File: src/rtl/core/chfbl_pkg.sv
// ----------------------------------------------------------------------------
// chfbl_pkg
// Shared constants, codes and command/status types of the chained free
// block list.
// ----------------------------------------------------------------------------
package chfbl_pkg;

  localparam int CACHE_DEPTH = 100;
  localparam int BLOCK_BITS  = 16;
  localparam int CNT_W       = 7;
  localparam int ADDR_W      = $clog2(CACHE_DEPTH);
  localparam int POS_W       = $clog2(CACHE_DEPTH + 1);
  localparam int CNT_MAX     = (1 << CNT_W) - 1;

  localparam int OP_W     = 2;
  localparam int STAT_W   = 2;
  localparam int WORD_W   = 16;
  localparam int IN_DW    = 32;
  localparam int OUT_DW   = 32;
  localparam int OUT_UW   = 5;

  localparam logic [OP_W-1:0] OP_ALLOC  = 2'd0;
  localparam logic [OP_W-1:0] OP_FREE   = 2'd1;
  localparam logic [OP_W-1:0] OP_LOAD   = 2'd2;
  localparam logic [OP_W-1:0] OP_UNLOAD = 2'd3;

  localparam logic [STAT_W-1:0] STAT_OK        = 2'd0;
  localparam logic [STAT_W-1:0] STAT_BADCOUNT  = 2'd1;
  localparam logic [STAT_W-1:0] STAT_EXHAUSTED = 2'd2;
  localparam logic [STAT_W-1:0] STAT_BUSY      = 2'd3;

  typedef struct packed {
    logic capture;
    logic exec;
  } dp_cmd_t;

  typedef struct packed {
    logic needs_read;
  } dp_stat_t;

endpackage

File: src/rtl/core/chfbl_ctrl.sv
// ----------------------------------------------------------------------------
// chfbl_ctrl
// Sequencer: accept a request, wait out the cache read for alloc and unload,
// execute, then hold the result until it is taken.
// ----------------------------------------------------------------------------
module chfbl_ctrl (
  input  logic                clk,
  input  logic                rst,
  input  logic                in_valid,
  output logic                in_ready,
  output logic                out_valid,
  input  logic                out_ready,
  input  chfbl_pkg::dp_stat_t stat,
  output chfbl_pkg::dp_cmd_t  cmd
);
  import chfbl_pkg::*;

  localparam logic [1:0] S_IDLE = 2'd0;
  localparam logic [1:0] S_READ = 2'd1;
  localparam logic [1:0] S_EXEC = 2'd2;
  localparam logic [1:0] S_OUT  = 2'd3;

  logic [1:0] state;
  logic [1:0] state_next;

  assign in_ready    = (state == S_IDLE);
  assign out_valid   = (state == S_OUT);
  assign cmd.capture = in_valid && in_ready;
  assign cmd.exec    = (state == S_EXEC);

  always_comb begin
    state_next = state;
    case (state)
      S_IDLE: begin
        if (in_valid) begin
          state_next = stat.needs_read ? S_READ : S_EXEC;
        end
      end
      S_READ: state_next = S_EXEC;
      S_EXEC: state_next = S_OUT;
      S_OUT: begin
        if (out_ready) begin
          state_next = S_IDLE;
        end
      end
      default: state_next = S_IDLE;
    endcase
  end

  always_ff @(posedge clk) begin
    if (rst) begin
      state <= S_IDLE;
    end else begin
      state <= state_next;
    end
  end

endmodule

File: src/rtl/core/chfbl_datapath.sv
// ----------------------------------------------------------------------------
// chfbl_datapath
// Block number cache, count, transfer positions and pending flags; executes
// one request and registers its result.
// ----------------------------------------------------------------------------
module chfbl_datapath (
  input  logic                          clk,
  input  logic                          rst,
  input  chfbl_pkg::dp_cmd_t            cmd,
  output chfbl_pkg::dp_stat_t           stat,
  input  logic [chfbl_pkg::IN_DW-1:0]   in_tdata,
  input  logic [chfbl_pkg::OP_W-1:0]    in_tuser,
  output logic [chfbl_pkg::OUT_DW-1:0]  out_tdata,
  output logic [chfbl_pkg::OUT_UW-1:0]  out_tuser
);
  import chfbl_pkg::*;

  logic [BLOCK_BITS-1:0] mem [CACHE_DEPTH];
  logic [BLOCK_BITS-1:0] rdata;

  logic [OP_W-1:0]       op;
  logic [BLOCK_BITS-1:0] bn;
  logic [WORD_W-1:0]     dw;

  logic [CNT_W-1:0]      cnt;
  logic [POS_W-1:0]      lpos;
  logic [POS_W-1:0]      upos;
  logic                  fill_pending;
  logic                  spill_pending;
  logic [BLOCK_BITS-1:0] spill_target;

  logic [CNT_W-1:0]      cnt_next;
  logic [POS_W-1:0]      lpos_next;
  logic [POS_W-1:0]      upos_next;
  logic                  fill_next;
  logic                  spill_next;
  logic [BLOCK_BITS-1:0] target_next;

  logic [CNT_W-1:0]      cnt_dec;
  logic [POS_W-1:0]      lpos_dec;
  logic [POS_W-1:0]      upos_dec;
  logic [ADDR_W-1:0]     raddr;
  logic                  wen;
  logic [ADDR_W-1:0]     waddr;
  logic [BLOCK_BITS-1:0] wdata;

  logic [STAT_W-1:0]     r_status;
  logic [BLOCK_BITS-1:0] r_block;
  logic                  r_fill;
  logic                  r_spill;
  logic [WORD_W-1:0]     r_word;
  logic                  r_done;

  logic [STAT_W-1:0]     res_status;
  logic [BLOCK_BITS-1:0] res_block;
  logic                  res_fill;
  logic                  res_spill;
  logic [WORD_W-1:0]     res_word;
  logic                  res_done;

  assign stat.needs_read = (in_tuser == OP_ALLOC) || (in_tuser == OP_UNLOAD);

  assign cnt_dec  = cnt - 1'b1;
  assign lpos_dec = lpos - 1'b1;
  assign upos_dec = upos - 1'b1;
  assign raddr    = (op == OP_ALLOC) ? cnt_dec[ADDR_W-1:0] : upos_dec[ADDR_W-1:0];

  always_ff @(posedge clk) begin
    if (cmd.capture) begin
      op <= in_tuser;
      bn <= in_tdata[BLOCK_BITS-1:0];
      dw <= in_tdata[IN_DW-1:WORD_W];
    end
  end

  always_ff @(posedge clk) begin
    rdata <= mem[raddr];
    if (wen) begin
      mem[waddr] <= wdata;
    end
  end

  always_comb begin
    cnt_next    = cnt;
    lpos_next   = lpos;
    upos_next   = upos;
    fill_next   = fill_pending;
    spill_next  = spill_pending;
    target_next = spill_target;
    wen         = 1'b0;
    waddr       = cnt[ADDR_W-1:0];
    wdata       = bn;
    res_status  = STAT_OK;
    res_block   = '0;
    res_fill    = 1'b0;
    res_spill   = 1'b0;
    res_word    = '0;
    res_done    = 1'b0;
    case (op)
      OP_ALLOC: begin
        if (fill_pending || spill_pending) begin
          res_status = STAT_BUSY;
        end else if (cnt == '0 || cnt > CNT_W'(CACHE_DEPTH)) begin
          res_status = STAT_BADCOUNT;
        end else if (rdata == '0) begin
          res_status = STAT_EXHAUSTED;
        end else begin
          cnt_next  = cnt_dec;
          res_block = rdata;
          if (cnt_dec == '0) begin
            fill_next = 1'b1;
            lpos_next = '0;
            res_fill  = 1'b1;
          end
        end
      end
      OP_FREE: begin
        if (fill_pending || spill_pending) begin
          res_status = STAT_BUSY;
        end else if (cnt >= CNT_W'(CACHE_DEPTH)) begin
          spill_next  = 1'b1;
          target_next = bn;
          upos_next   = '0;
          res_block   = bn;
          res_spill   = 1'b1;
        end else begin
          wen      = 1'b1;
          waddr    = cnt[ADDR_W-1:0];
          wdata    = bn;
          cnt_next = cnt + 1'b1;
        end
      end
      OP_LOAD: begin
        if (spill_pending) begin
          res_status = STAT_BUSY;
        end else begin
          if (lpos == '0) begin
            cnt_next = (dw > WORD_W'(CNT_MAX)) ? CNT_W'(CNT_MAX) : dw[CNT_W-1:0];
          end else if (lpos <= POS_W'(CACHE_DEPTH)) begin
            wen   = 1'b1;
            waddr = lpos_dec[ADDR_W-1:0];
            wdata = dw[BLOCK_BITS-1:0];
          end
          if (lpos >= POS_W'(CACHE_DEPTH)) begin
            lpos_next = '0;
            fill_next = 1'b0;
            res_done  = 1'b1;
          end else begin
            lpos_next = lpos + 1'b1;
          end
        end
      end
      OP_UNLOAD: begin
        if (spill_pending) begin
          if (upos == '0) begin
            res_word = WORD_W'(cnt);
          end else begin
            res_word = rdata;
          end
          if (upos >= POS_W'(CACHE_DEPTH)) begin
            upos_next  = '0;
            spill_next = 1'b0;
            wen        = 1'b1;
            waddr      = '0;
            wdata      = spill_target;
            cnt_next   = CNT_W'(1);
            res_done   = 1'b1;
          end else begin
            upos_next = upos + 1'b1;
          end
        end
      end
      default: res_status = STAT_OK;
    endcase
    if (!cmd.exec) begin
      wen = 1'b0;
    end
  end

  always_ff @(posedge clk) begin
    if (rst) begin
      cnt           <= '0;
      lpos          <= '0;
      upos          <= '0;
      fill_pending  <= 1'b0;
      spill_pending <= 1'b0;
      spill_target  <= '0;
    end else if (cmd.exec) begin
      cnt           <= cnt_next;
      lpos          <= lpos_next;
      upos          <= upos_next;
      fill_pending  <= fill_next;
      spill_pending <= spill_next;
      spill_target  <= target_next;
    end
  end

  always_ff @(posedge clk) begin
    if (cmd.exec) begin
      r_status <= res_status;
      r_block  <= res_block;
      r_fill   <= res_fill;
      r_spill  <= res_spill;
      r_word   <= res_word;
      r_done   <= res_done;
    end
  end

  assign out_tdata = {r_word, r_block};
  assign out_tuser = {r_done, r_spill, r_fill, r_status};

endmodule

File: src/rtl/core/chained_free_block_list.sv
// Alloc and unload_word pass through a read state for the registered cache
//   read before they execute; free and load_word go straight to execution.
// One request is in flight at a time, and the next is taken once the result
//   has been taken.
// Reset: synchronous, active high; clears count, positions and pending flags.
//   Cache entries are not cleared.
// ----------------------------------------------------------------------------
// chained_free_block_list
// Free block allocator with a 100-entry cache of block numbers chained
// through disk blocks, filled and spilled word by word by the host.
// ----------------------------------------------------------------------------
module chained_free_block_list (
  input  logic                         clk,
  input  logic                         rst,
  input  logic                         s_axis_tvalid,
  output logic                         s_axis_tready,
  input  logic [chfbl_pkg::IN_DW-1:0]  s_axis_tdata,  // block_number, data_word
  input  logic [chfbl_pkg::OP_W-1:0]   s_axis_tuser,  // operation
  output logic                         m_axis_tvalid,
  input  logic                         m_axis_tready,
  output logic [chfbl_pkg::OUT_DW-1:0] m_axis_tdata,  // block, word_out
  output logic [chfbl_pkg::OUT_UW-1:0] m_axis_tuser   // status, fill_request,
                                                      // spill_request, transfer_done
);
  import chfbl_pkg::*;

  dp_cmd_t  cmd;
  dp_stat_t stat;

  chfbl_ctrl u_ctrl (
    .clk       (clk),
    .rst       (rst),
    .in_valid  (s_axis_tvalid),
    .in_ready  (s_axis_tready),
    .out_valid (m_axis_tvalid),
    .out_ready (m_axis_tready),
    .stat      (stat),
    .cmd       (cmd)
  );

  chfbl_datapath u_dp (
    .clk       (clk),
    .rst       (rst),
    .cmd       (cmd),
    .stat      (stat),
    .in_tdata  (s_axis_tdata),
    .in_tuser  (s_axis_tuser),
    .out_tdata (m_axis_tdata),
    .out_tuser (m_axis_tuser)
  );

endmodule

File: config.mk
export PLATFORM = sky130hd
export DESIGN_NAME = chained_free_block_list
export DESIGN_NICKNAME = d
export VERILOG_FILES = /design/src/rtl/core/chfbl_pkg.sv /design/src/rtl/core/chfbl_ctrl.sv /design/src/rtl/core/chfbl_datapath.sv /design/src/rtl/core/chained_free_block_list.sv
export SDC_FILE = /design/constraint.sdc
export NUM_CORES = 2
export LEC_CHECK = 0
export ABC_AREA = 1
export BUFFER_PORTS_ARGS = -buffer_cell sky130_fd_sc_hd__buf_4
export CAP_MARGIN = 25
export CORE_UTILIZATION = 42
export CTS_BUF_LIST = sky130_fd_sc_hd__clkbuf_4
export CTS_CLUSTER_SIZE = 40
export DETAILED_ROUTE_END_ITERATION = 10
export SLEW_MARGIN = 10
export SYNTH_ARGS = -nofsm -noshare
export SYNTH_HDL_FRONTEND = slang
export SYNTH_SLANG_ARGS = --single-unit
File: constraint.sdc
create_clock -name clk -period 8.6 [get_ports clk]
set_input_delay 0 -clock clk [delete_from_list [all_inputs] [get_ports clk]]
set_output_delay 0 -clock clk [all_outputs]
set_load 0.02 [all_outputs]
# After elaboration in Yosys (flattened, before gate mapping)

Memory sizes are Yosys's and may differ from the RTL's. A register that Yosys moved wholly into a read port is not among the register bits.
Cells that the tools add are included.

Register bits after elaboration: 112
Memory bits (writable): 1600
Input bits: 38
Logic and storage cells: 162
Memories kept: 1

Memory list:

| name     | depth | width | rd ports | clocked after memory_dff | write ports | line                 | source |
|---|---|---|---|---|---|---|---|
| u_dp.mem | 100   | 16    | 1        | 1                        | 1           | chfbl_datapath.sv:18 | `logic [BLOCK_BITS-1:0] mem [CACHE_DEPTH];` |

Add/sub/neg operators: 6
Magnitude comparators: 6
Equal/unequal tests: 21
Muxes and demuxes: 81
Bitwise gates (word level): 5
Reductions and logical operators: 25

Operators with widths:

| operator                                                                          | number |
|---|---|
| 7-bit 2-to-1 mux                                                                  | 27 |
| 16-bit 2-to-1 mux                                                                 | 10 |
| 16-bit one-hot mux with 2 select lines                                            | 2 |
| 7-bit one-hot mux with 2 select lines                                             | 3 |
| 7-bit zero test                                                                   | 4 |
| 7-bit one-hot mux with 4 select lines                                             | 1 |
| 1-bit 2-to-1 mux                                                                  | 24 |
| 7-bit by 1-bit adder with 7-bit output (second input constant)                    | 3 |
| 7-bit greater-or-equal comparator (second input constant)                         | 3 |
| 7-bit by 1-bit subtractor with 7-bit output (second input constant)               | 3 |
| 16-bit by 7-bit greater-than comparator with 1-bit output (second input constant) | 1 |
| 16-bit zero test                                                                  | 1 |
| 2-bit 2-to-1 mux                                                                  | 8 |
| 2-bit != test (second input constant)                                             | 8 |
| 2-bit by 1-bit != test with 1-bit output (second input constant)                  | 6 |
| 2-bit == test (second input constant)                                             | 5 |
| 10-bit AND reduction                                                              | 1 |
| 2-bit one-hot mux with 4 select lines                                             | 1 |
| 4-bit AND reduction                                                               | 2 |
| 8-bit AND reduction                                                               | 1 |
| 7-bit greater-than comparator (second input constant)                             | 1 |
| 7-bit less-or-equal comparator (second input constant)                            | 1 |
| 7-bit AND reduction                                                               | 1 |
| 2-bit zero test                                                                   | 3 |
| 13 further kinds                                                                  | 24 |

# Logic depth before layout (Yosys ltp)

Word-level depth: 8
Gate-level depth with buffers: 16

# By module

From an unflattened synthesis, not the netlist that was laid out.

Cells, all modules: 7027
Area, all modules: 76131.8 sq um

Modules (own cells, without submodules):

| module         | instances | cells an instance | area an instance (sq um) | seq. area each (sq um) |
|---|---|---|---|---|
| chfbl_datapath | 1         | 6997              | 75955.3                  | 51279.2 |
| chfbl_ctrl     | 1         | 30                | 176.4                    | 40.0 |

# Least setup slack after synthesis

OpenSTA, ideal clock, no wires.

Kind: register to register
From: register u_dp.lpos[0]
To: memory u_dp.mem[0][7], data pin
Library setup time: 981 ps
Arrival: 5305 ps
Slack: 2315 ps
Cell stages (with the launch flop): 9
Period minus slack after synthesis: 6285 ps
Cell sequence: dfxtp_1 -> inv_1 -> ha_1 -> nand2_1 -> nor3_2 -> nand3b_1 -> a21oi_1 -> clkbuf_1 -> o21ai_0

Longest elaborated chain between the ends: 5

RTL lines:

| item                                       | line                  | source |
|---|---|---|
| start: declaration                         | chfbl_datapath.sv:26  | `logic [POS_W-1:0] lpos;` |
| start signal: assignment                   | chfbl_datapath.sv:190 | `lpos <= lpos_next;` |
| 7-bit less-or-equal comparator             | chfbl_datapath.sv:139 | `end else if (lpos <= POS_W'(CACHE_DEPTH)) begin` |
| 16-bit 2-to-1 mux                          | chfbl_datapath.sv:139 |  |
| 16-bit 2-to-1 mux (*)                      | chfbl_datapath.sv:137 | `if (lpos == '0) begin` |
| 16-bit 2-to-1 mux (*)                      | chfbl_datapath.sv:134 | `if (spill_pending) begin` |
| 16-bit one-hot mux with 2 select lines (*) | chfbl_datapath.sv:99  | `case (op)` |
| via u_dp.wdata[7]                          | chfbl_datapath.sv:45  | `logic [BLOCK_BITS-1:0] wdata;` |
| end: declaration                           | chfbl_datapath.sv:18  |  |

Mark *: on every way through the listed nets, which the timed path passes. The rest lies on a longest branch.

# Worst setup path after layout

From: register u_dp.op[1]
To: register u_dp.rdata[8], read port of u_dp.mem

Longest elaborated chain between the ends: 2

RTL lines:

| item                     | line                 | source |
|---|---|---|
| start: declaration       | chfbl_datapath.sv:21 | `logic [OP_W-1:0] op;` |
| start signal: assignment | chfbl_datapath.sv:70 | `op <= in_tuser;` |
| 2-bit zero test          | chfbl_datapath.sv:66 | `assign raddr = (op == OP_ALLOC) ? cnt_dec[ADDR_W-1:0] : upos_dec[ADDR_W-1:0];` |
| 7-bit 2-to-1 mux         | chfbl_datapath.sv:66 |  |
| end: declaration         | chfbl_datapath.sv:19 | `logic [BLOCK_BITS-1:0] rdata;` |

No other way between the ends.
A chain may end at the register's enable or synchronous reset.

==> impl_metrics.csv <==
group,metric,value,unit
sta,fmaxAchievable,177,MHz
drt,first_pass_iters,7,
sta,finalClockSkew,0.104,ns
critical_path,r2r_cells,13,
sta,whs,0.369,ns
critical_path,worstSetupEndpointType,"flip-flop",
sta,post-route-period-util,0.657,
floorplanning,io_pins,77,
global_route,grt_pass1_vias,52500,
power_and_ir_drop,vdd_drop_max,297,µV
cells_and_area,areaGrowthSynthToFinish,13.0,%
global_route,grt_util_met3,0.0499,
drt,antenna_left,0,
yosys,synth_cell_type_count,43,
cts,insertion_delay,1.37,ns
cts,cts_tree,"done",
sta,maxSlewHeadroom,0.117,
critical_path,worstSetupPathType,"flip-flop to flip-flop",
yosys,async_reset_ff_frac,0,
yosys,yosys-top-cells-area,"edfxtp_1, nand3_1, nand2_1",
yosys,synthFlopType,"edfxtp_1",
drt,wl,225,mm
cells_and_area,layout-drive-gt1-share,0.137,
yosys,seq_area_frac_synth,0.671,
critical_path,r2r-start,"u_dp.op[1]",
yosys,synth-seq-cells,1728,
yosys,avgSynthCellArea,10.9,µm²
cts,clock-root-buffer,"clkbuf_4",
status,status,"finished clean",
power_and_ir_drop,total_power,25300,µW
min_path,hold_path_class,"input pin to flip-flop",
place,placedCellCount,9188,
global_route,met2_usage,0.378,
min_path,hold_path_end,"u_ctrl.state[1]",
yosys,yosysTopAreaCell,"edfxtp_1",
yosys,synth_area,76400,µm²
sta,tns,0,ns
floorplanning,die_y,429,µm
global_route,grt_use_total,0.239,
drt,avgRoutedWirePerCell,22.3,µm
global_route,overflow,0,
floorplanning,start_util,0.423,
sta,finalMaxSlewViolations,0,
place,hpwlAfterDp,117,mm
yosys,post-synth-top-area-fraction,0.656,
power_and_ir_drop,pwr_density_cell,293,nW/µm²
floorplanning,die_w,429,µm
floorplanning,fp.dieArea,184000,µm²
yosys,synth_edf_count,1671,
critical_path,critPathLaunchType,"flip-flop",
yosys,synth_mux_area_frac,0,
sta,hold_violations,0,
floorplanning,row_count,156,
cts,clk_path_buf_depth,4,
yosys,synth.most_common_cell,"edfxtp_1",
floorplanning,core-area,181000,µm²
critical_path,worstPathRequired,9.79,ns
yosys,synth_compound_area_frac,0.0154,
cells_and_area,fill_cells,16500,
power_and_ir_drop,p_leak,0.0333,µW
yosys,postSynthCellCount,7028,
cts,clk_pin_slew_worst_paths,0.06,ns
critical_path,arrival,6.84,ns
drt,vias,54700,
drt,route.detailed.drc,0,
min_path,holdCritStartpoint,"m_axis_tready",
critical_path,reg2reg_to,"u_dp.rdata[8]",
yosys,syn_nets,7077,
cells_and_area,post_layout_nonfiller_instances,10100,
yosys,synth_xor_area_frac,0.00160,
critical_path,cp_max_fo,191,
cts,cts_buffers,461,
yosys,synth_adder_area_share,0.00180,
sta,worst_pin_slew,1.32,ns
cts,htree_levels,5,
drt,viasPerCell,5.42,
yosys,yosys.area_share.simple,0.231,
cts,ctsResizeCount,0,
global_route,grt_max_degree,192,
sta,setup_viol_count_final,0,
place,finalWeightedCongestion,0.885,
drt,drtIter0Drc,5943,
yosys,synth_top_family_by_area,"simple AND/OR/NAND/NOR gates",
critical_path,r2r_slack,2.95,ns
sta,rsz0062_at_grt,"no",
cells_and_area,nets,7444,
min_path,whs_path_depth,6,
sta,fin_crit,5.65,ns
place,io_buffer_count,76,
global_route,top_usage_layer,"met2",
job,maxCapViolCount,0,
yosys,yosys-top-cells-count,"edfxtp_1, nand3_1, nand2_1, inv_1, nand3b_1",
cts,clock_sinks,1728,
cts,post-cts-setup-buffers,0,
global_route,grt_pass1_wl,331,mm
global_route,antenna_found_initial,7,
yosys,yosysWarnings,0,
global_route,met1_usage,0.323,
==> placed cells by master (no fill, tap or decap), types with 4 or more instances in the layout <==
cell,instances
nor2_4,5
nand4_1,7
o21ai_2,4
nand3b_1,513
inv_2,16
nor2_1,168
o21ai_1,5
nor2_2,28
buf_8,5
edfxtp_1,1671
o211ai_1,10
o221ai_4,4
nand2_2,5
dfxtp_1,57
xor2_1,12
clkbuf_4,708
o21ai_0,90
o22ai_1,18
dlygate4sd3_1,109
clkinv_2,7
buf_4,224
nand3_2,7
nand2_1,1157
diode_2,9
or2_2,4
o21ai_4,8
ha_1,10
inv_1,1013
nand3_1,1663
a21oi_1,56
buf_12,17
nor3_1,13
clkinv_1,65
a221oi_1,4
==> kinds of logic (layout without fill, tap and decap cells) <==
logic type,count (synthesis),in the layout
buf+inv,1482,2167
fa+ha+maj,11,11
compound gates,209,209
other cells,0,9
simple gates,3584,3584
flops,1728,1728
xor+xnor,14,14
==> registers in the layout, indices dropped and copies added (netlist names), 2 cells and up <==
register,cells
u_dp.mem,1600
u_dp.bn,16
u_dp.dw,16
u_dp.r_block,16
u_dp.r_word,16
u_dp.rdata,16
u_dp.spill_target,16
u_dp.cnt,7
u_dp.lpos,7
u_dp.upos,7
u_ctrl.state,2
u_dp.op,2
u_dp.r_status,2
==> where the power goes <==
group / switching [µW] / internal [µW] / leakage [µW]
combinational: 6070 / 1750 / 0.0144
sequential: 143 / 10300 / 0.0155
clock: 3290 / 3720 / 0.00340
==> worst max-delay path: stages (launching register included) <==
cell	delay [ns]
edfxtp_1	0.78
nor2_2	0.76
nand2_8	0.57
nand2_8	0.76
buf_12	0.67
nand2_1	0.12
nand3_1	0.13
nand3_1	0.10
nand3_1	0.18
nand3_1	0.23
nand3_1	0.26
nand2_1	0.16
nand2_1	0.20
nand2_1	0.08
==> metal layers <==
layer,wire length [µm],part of all wire,up-vias
met3,19600,0.087,442
li1,-,-,25100
met1,93200,0.41,26700
met5,88,0.00039,-
met4,7140,0.032,2
met2,105000,0.47,2461
==> per-stage QoR <==
step	utilization	cell area [µm²]	setup slack, ns
2_1_floorplan	-	76400	2.31
3_3_place_gp	0.440	79500	3.26
3_5_place_dp	0.440	79500	3.23
4_1_cts	0.477	86200	3.20
5_1_grt	0.478	86300	2.84
6_report	0.478	86300	2.95
==> worst max path at each step <==
stage	from	endpoint
floorplan	u_dp.lpos[0]	u_dp.mem[0][7]
global placement	u_dp.op[1]	u_dp.rdata[8]
detailed placement	u_dp.op[1]	u_dp.rdata[8]
CTS	u_dp.op[1]	u_dp.rdata[8]
global route	u_dp.op[1]	u_dp.rdata[1]
finish	u_dp.op[1]	u_dp.rdata[8]
==> final cells by class <==
type	count	area, µm²	share of cell area
antenna	9	22.5	0.000261
clock inverter	73	308	0.00356
timing repair buffer	355	3190	0.0369
multi-input combinational	3818	19300	0.224
tap	2370	2970	0.0343
inverter	1031	3880	0.0449
sequential	1728	51300	0.594
clock buffer	708	5320	0.0616
==> repair_timing <==
action	4_1_cts	5_1_grt
endpoints found under the setup margin	0	0
hold buffers	109	0
endpoints found under the hold margin	109	0
Power figures use the tool's default switching activity.
